File: config.mk
export PLATFORM = sky130hd
export DESIGN_NAME = cra_combine
export DESIGN_NICKNAME = d
export VERILOG_FILES = /design/src/cra_pkg.sv /design/src/cra_combine.sv
export SDC_FILE = /design/constraint.sdc
export NUM_CORES = 2
export LEC_CHECK = 0
export BUFFER_PORTS_ARGS = -buffer_cell sky130_fd_sc_hd__buf_2
export CAP_MARGIN = 20
export CORE_MARGIN = 4
export CORE_UTILIZATION = 37
export DETAILED_ROUTE_END_ITERATION = 6
export GPL_TIMING_DRIVEN = 0
export REMOVE_ABC_BUFFERS = 1
export SYNTH_ARGS = -nofsm -noshare
export SYNTH_HDL_FRONTEND = slang
export SYNTH_SLANG_ARGS = --single-unit
File: constraint.sdc
create_clock -name vclk -period 7.3
set_input_delay 0.365 -clock vclk [all_inputs]
set_output_delay 0.365 -clock vclk [all_outputs]
set_load 0.1 [all_outputs]
File: src/cra_pkg.sv
// Shared types, command codes and widths for the cyclotomic ring ALU.
package cra_pkg;

   localparam int CoordWidth = 12;
   localparam int ProdWidth  = 2 * CoordWidth;
   localparam int WordWidth  = 32;
   localparam int QuartWidth = 28;
   localparam int NormWidth  = 52;
   localparam int NumCoords  = 4;

   localparam logic [2:0] CMD_ADD     = 3'd0;
   localparam logic [2:0] CMD_SUB     = 3'd1;
   localparam logic [2:0] CMD_MUL     = 3'd2;
   localparam logic [2:0] CMD_SCALE   = 3'd3;
   localparam logic [2:0] CMD_CONJ    = 3'd4;
   localparam logic [2:0] CMD_CONJ_NM = 3'd5;
   localparam logic [2:0] CMD_NORM    = 3'd6;

   // coordinate order: one, eye, en, eye_en
   localparam int C_O = 0;
   localparam int C_I = 1;
   localparam int C_N = 2;
   localparam int C_M = 3;

   typedef logic signed [CoordWidth-1:0] coord_type;
   typedef logic signed [ProdWidth-1:0]  prod_type;
   typedef logic signed [WordWidth-1:0]  word_type;
   typedef logic signed [QuartWidth-1:0] quart_type;
   typedef logic        [NormWidth-1:0]  norm_type;

   typedef coord_type coord_vec_type [NumCoords];
   typedef prod_type  prod_mat_type  [NumCoords][NumCoords];
   typedef word_type  word_vec_type  [NumCoords];

   // ring coordinates plus the two quartic forms of the norm
   typedef struct {
      word_vec_type r;
      quart_type    x;
      quart_type    y;
   } combine_type;

   function automatic word_type ext_prod(prod_type v);
      return word_type'(v);
   endfunction

   function automatic word_type ext_coord(coord_type v);
      return word_type'(v);
   endfunction

endpackage

File: src/cra_combine.sv
// Linear combination of partial products into ring coordinates or norm forms.
module cra_combine (
   input  logic [2:0]             command,
   input  cra_pkg::coord_vec_type a,
   input  cra_pkg::coord_vec_type b,
   input  cra_pkg::prod_mat_type  p,
   output cra_pkg::combine_type   result
);

   localparam int O = cra_pkg::C_O;
   localparam int I = cra_pkg::C_I;
   localparam int N = cra_pkg::C_N;
   localparam int M = cra_pkg::C_M;

   cra_pkg::word_type q [cra_pkg::NumCoords][cra_pkg::NumCoords];
   cra_pkg::word_type ea [cra_pkg::NumCoords];
   cra_pkg::word_type eb [cra_pkg::NumCoords];
   cra_pkg::word_type x_full;
   cra_pkg::word_type y_full;

   always_comb begin
      for (int j = 0; j < cra_pkg::NumCoords; j++) begin
         ea[j] = cra_pkg::ext_coord(a[j]);
         eb[j] = cra_pkg::ext_coord(b[j]);
         for (int k = 0; k < cra_pkg::NumCoords; k++) begin
            q[j][k] = cra_pkg::ext_prod(p[j][k]);
         end
      end
   end

   // p[j][k] = a[j] * a[k] for norm
   assign x_full = q[O][O] + q[O][N] - (q[O][M] <<< 1) - q[I][I] - (q[I][N] <<< 1)
                   - q[I][M] - (q[N][M] <<< 1);
   assign y_full = (q[O][I] <<< 1) + (q[O][N] <<< 1) + q[O][M] + q[I][N]
                   - (q[I][M] <<< 1) + q[N][N] - q[M][M];

   always_comb begin
      for (int j = 0; j < cra_pkg::NumCoords; j++) begin
         result.r[j] = '0;
      end
      result.x = '0;
      result.y = '0;
      case (command)
         cra_pkg::CMD_ADD: begin
            for (int j = 0; j < cra_pkg::NumCoords; j++) begin
               result.r[j] = ea[j] + eb[j];
            end
         end
         cra_pkg::CMD_SUB: begin
            for (int j = 0; j < cra_pkg::NumCoords; j++) begin
               result.r[j] = ea[j] - eb[j];
            end
         end
         cra_pkg::CMD_MUL: begin
            result.r[O] = q[O][O] - q[I][I] + q[M][N] + q[N][M];
            result.r[I] = q[I][O] + q[O][I] - q[N][N] + q[M][M];
            result.r[N] = q[N][O] + q[O][N] - q[M][I] - q[I][M] + q[N][N] - q[M][M]
                          - (q[M][N] <<< 1) - (q[N][M] <<< 1);
            result.r[M] = q[I][N] + q[N][I] + q[O][M] + q[M][O] + (q[N][N] <<< 1)
                          - (q[M][M] <<< 1) + q[M][N] + q[N][M];
         end
         cra_pkg::CMD_SCALE: begin
            for (int j = 0; j < cra_pkg::NumCoords; j++) begin
               result.r[j] = q[j][O];
            end
         end
         cra_pkg::CMD_CONJ: begin
            result.r[O] = ea[O] + ea[N];
            result.r[I] = -ea[I] - ea[M];
            result.r[N] = -ea[N];
            result.r[M] = ea[M];
         end
         cra_pkg::CMD_CONJ_NM: begin
            result.r[O] = ea[O] + ea[N] - (ea[M] <<< 1);
            result.r[I] = ea[I] + (ea[N] <<< 1) + ea[M];
            result.r[N] = -ea[N];
            result.r[M] = -ea[M];
         end
         cra_pkg::CMD_NORM: begin
            result.x = x_full[cra_pkg::QuartWidth-1:0];
            result.y = y_full[cra_pkg::QuartWidth-1:0];
         end
         default: begin
         end
      endcase
   end

endmodule

==> results.yml <==
routing:
  routedWlPerCell_um: 25.9
  firstDrtPassIters: 6
  drcViolationCount: 0
  drt_wl_total_mm: 142
  ant_nets: 0
  vias_per_cell: 5.32
  drt-initial-drc-count: 2001
  dr_total_vias: 29084
die:
  pin_count: 667
  chipHeight_um: 303
  placementRows: 108
  core_um2: 86600
  start_util_pct: 37.2
  die_area_um2: 92000
  die_w_um: 303
setup_path:
  setup.worst_path.class: "in -> out"
  crit_path_max_incr_delay_ns: 0.58
  cpLargestDelayFamily: "compound AO/OA/AOI/OAI gates"
  critical_path.startpoint_type: "input port"
  crit_fanout: 4
  crit_end: "result[27]"
  path_depth: 18
  crit_buf_inv: 3
  worstPathCellList: "buf_2 > inv_1 > fa_1 > fa_1 > fa_1 > fa_1 > ha_1 > a21o_1 > a21oi_1 > o21bai_1 > a2111oi_2 > o31ai_1 > a221o_1 > a31oi_2 > o21ai_0 > xnor2_1 > nor2_1 > buf_2"
  crit_start: "p[3]"
  crit_required_ns: 6.93
  endpoint_kind: "output pin"
  worst_ep_arrival_time_ns: 6.64
  slowest_stage: "fa_1"
  crit_path_frequent_cell: "fa_1"
cts:
  cts_setup_buffers: 0
  cts_resized: 0
  hold_buffers: 0
placed_design:
  numPlacedInstances: 5439
  place_hpwl_mm: 129
  place_congestion: 0.969
  numPortBuffers: 667
final_layout:
  fin_util_pct: 42.9
  drive_gt1_share_pct: 16.9
  synthToLayoutAreaGrowth_pct: 15.2
  fin_nets: 5788
  flops_and_latches: 0
  clkbuf_count: 0
  ff_latch_area_um2: 0
  stdcell_count: 5468
sta:
  finalCritPeriodShare_pct: 96.0
  period_needed_ns: 7.01
  grt_setup_unrepaired: "no"
  fmax_mhz: 143
  setup_viol: 0
  finalHoldViolations: 0
  tightest_slew_ns: 1.18
  slew_violations: 0
  max-slew-margin-rel_pct: 20.7
yosys:
  syn-instance-count: 3685
  syn_area_um2: 32300
  synth_warnings: 0
  synth.avg_cell_area_um2: 8.76
  synth_seq_area_share_pct: 0
  yosysUniqueCellTypes: 77
worst_hold_path:
  hold_path_class: "in -> out"
  min_from: "p[279]"
power_and_ir_drop:
  total_power_mw: 16.6
  cellPowerDensity_nw_per_um2: 447
  p_leak_nw: 19.0
  ir_worst_vdd_v: 0.000422
global_routing:
  antenna_found_initial: 55
  grt_pass1_vias: 29876
  grt_overflow: 0
  grt_max_degree: 98
  track_usage_pct: 30.3
  grt_first_pass_wirelength_mm: 201
job:
  maxCapViolCount: 0
status:
  status: "finished clean"
## layout make-up
class	instances	area, um2
fill	8946	49400
inverter	812	3050
antenna	29	72.6
timing repair buffer	683	3660
multi-input combinational	2789	29000
tap	1155	1450
## power breakdown
| part | switching (mW) | internal [mW] | leakage [nW] |
|---|---|---|---|
| Sequential | 0 | 0 | 0 |
| Combinational | 11.0 | 5.65 | 19.0 |
| Clock | 0 | 0.000000223 | 0.000184 |
| Total | 11.0 | 5.65 | 19.0 |
## per-layer routing
metal | up-vias | global-route usage, % | wire length (um)
li1 | 13313 | - | -
met1 | 14264 | 35.7 | 52200
met2 | 1208 | 54.9 | 71400
met3 | 257 | 5.96 | 11600
met4 | 42 | 10.4 | 6300
met5 | - | 0 | 260
## worst min path at each step
stage | slack (ns) | to | depth (start not counted)
floorplan | 1.28 | result[120] | 1
global route | 1.34 | result[135] | 4
global placement | 1.34 | result[135] | 4
CTS | 1.34 | result[135] | 4
detailed placement | 1.33 | result[139] | 4
finish | 1.32 | result[135] | 4
## cell usage after synthesis (all sizes together) (5+ instances only)
| cell type | count | area [um2] |
|---|---|---|
| a31oi | 32 | 234 |
| a22oi | 29 | 218 |
| a2111o | 6 | 67.6 |
| o22ai | 20 | 125 |
| nand4 | 21 | 131 |
| o211ai | 39 | 293 |
| a21boi | 13 | 97.6 |
| xnor2 | 147 | 1290 |
| a2111oi | 6 | 71.3 |
| nor3 | 55 | 275 |
| a21o | 111 | 833 |
| nand2 | 152 | 571 |
| ha | 345 | 4320 |
| o221ai | 14 | 123 |
| buf | 19 | 92.6 |
| xor2 | 89 | 780 |
| a21oi | 255 | 1280 |
| o21ai | 169 | 846 |
| o31ai | 18 | 135 |
| inv | 812 | 3050 |
| mux2i | 16 | 160 |
| nor2 | 211 | 792 |
| a211oi | 27 | 228 |
| a221oi | 30 | 269 |
| and2 | 12 | 75.1 |
| a221o | 9 | 90.1 |
| clkbuf | 65 | 244 |
| o21a | 27 | 203 |
| nand3 | 45 | 225 |
| a211o | 8 | 70.1 |
| fa | 674 | 13500 |
| and3 | 23 | 144 |
| a41oi | 6 | 60.1 |
| or3 | 6 | 37.5 |
| a222oi | 5 | 50.1 |
| o41ai | 6 | 60.1 |
| nand2b | 27 | 169 |
| o21bai | 41 | 308 |
| nor2b | 36 | 225 |
## placed cells by master, fill, tap and decap left out, drive strengths merged, types with 5 or more instances in the layout
master / count
o221ai: 14
a22oi: 29
mux2i: 16
o21bai: 41
a21boi: 13
a21oi: 255
o41ai: 6
a221o: 9
and2: 12
o21a: 27
a222oi: 5
nor2b: 36
o31ai: 18
nand4: 21
nand3: 45
a211o: 8
a2111o: 6
a31oi: 32
buf: 682
a211oi: 27
a2111oi: 6
nand2: 152
a21o: 111
o21ai: 169
nor2: 211
nand2b: 27
ha: 345
diode: 29
a221oi: 30
or3: 6
nor3: 55
o211ai: 39
and3: 23
fa: 674
a41oi: 6
xor2: 89
inv: 812
xnor2: 147
o22ai: 20
## cells by family (layout without fill, tap and decap cells)
group / count (synthesis) / in the layout / share of synthesized area (%)
AO/OA/AOI/OAI: 904 / 904 / 18.5
XOR/XNOR: 236 / 236 / 6.41
adder cells (fa/ha/maj): 1019 / 1019 / 55.2
buffers and inverters: 896 / 1495 / 10.5
multiplexers: 20 / 20 / 0.671
other: 0 / 29 / 0
AND/OR/NAND/NOR: 610 / 610 / 8.73
## per-stage QoR
step / hold WS (ns) / setup WS (ns) / TNS [ns] / instance area [um2]
6_report: 1.32 / 0.292 / 0 / 37200
3_3_place_gp: 1.34 / -5.71 / -489.81 / 36700
5_1_grt: 1.34 / 0.0197 / 0 / 37100
3_5_place_dp: 1.33 / 0.134 / 0 / 37100
2_1_floorplan: 1.28 / -16.16 / -96.96 / 31900
4_1_cts: 1.34 / 0.102 / 0 / 37100
Note: power is estimated with default switching activity, not from simulation.
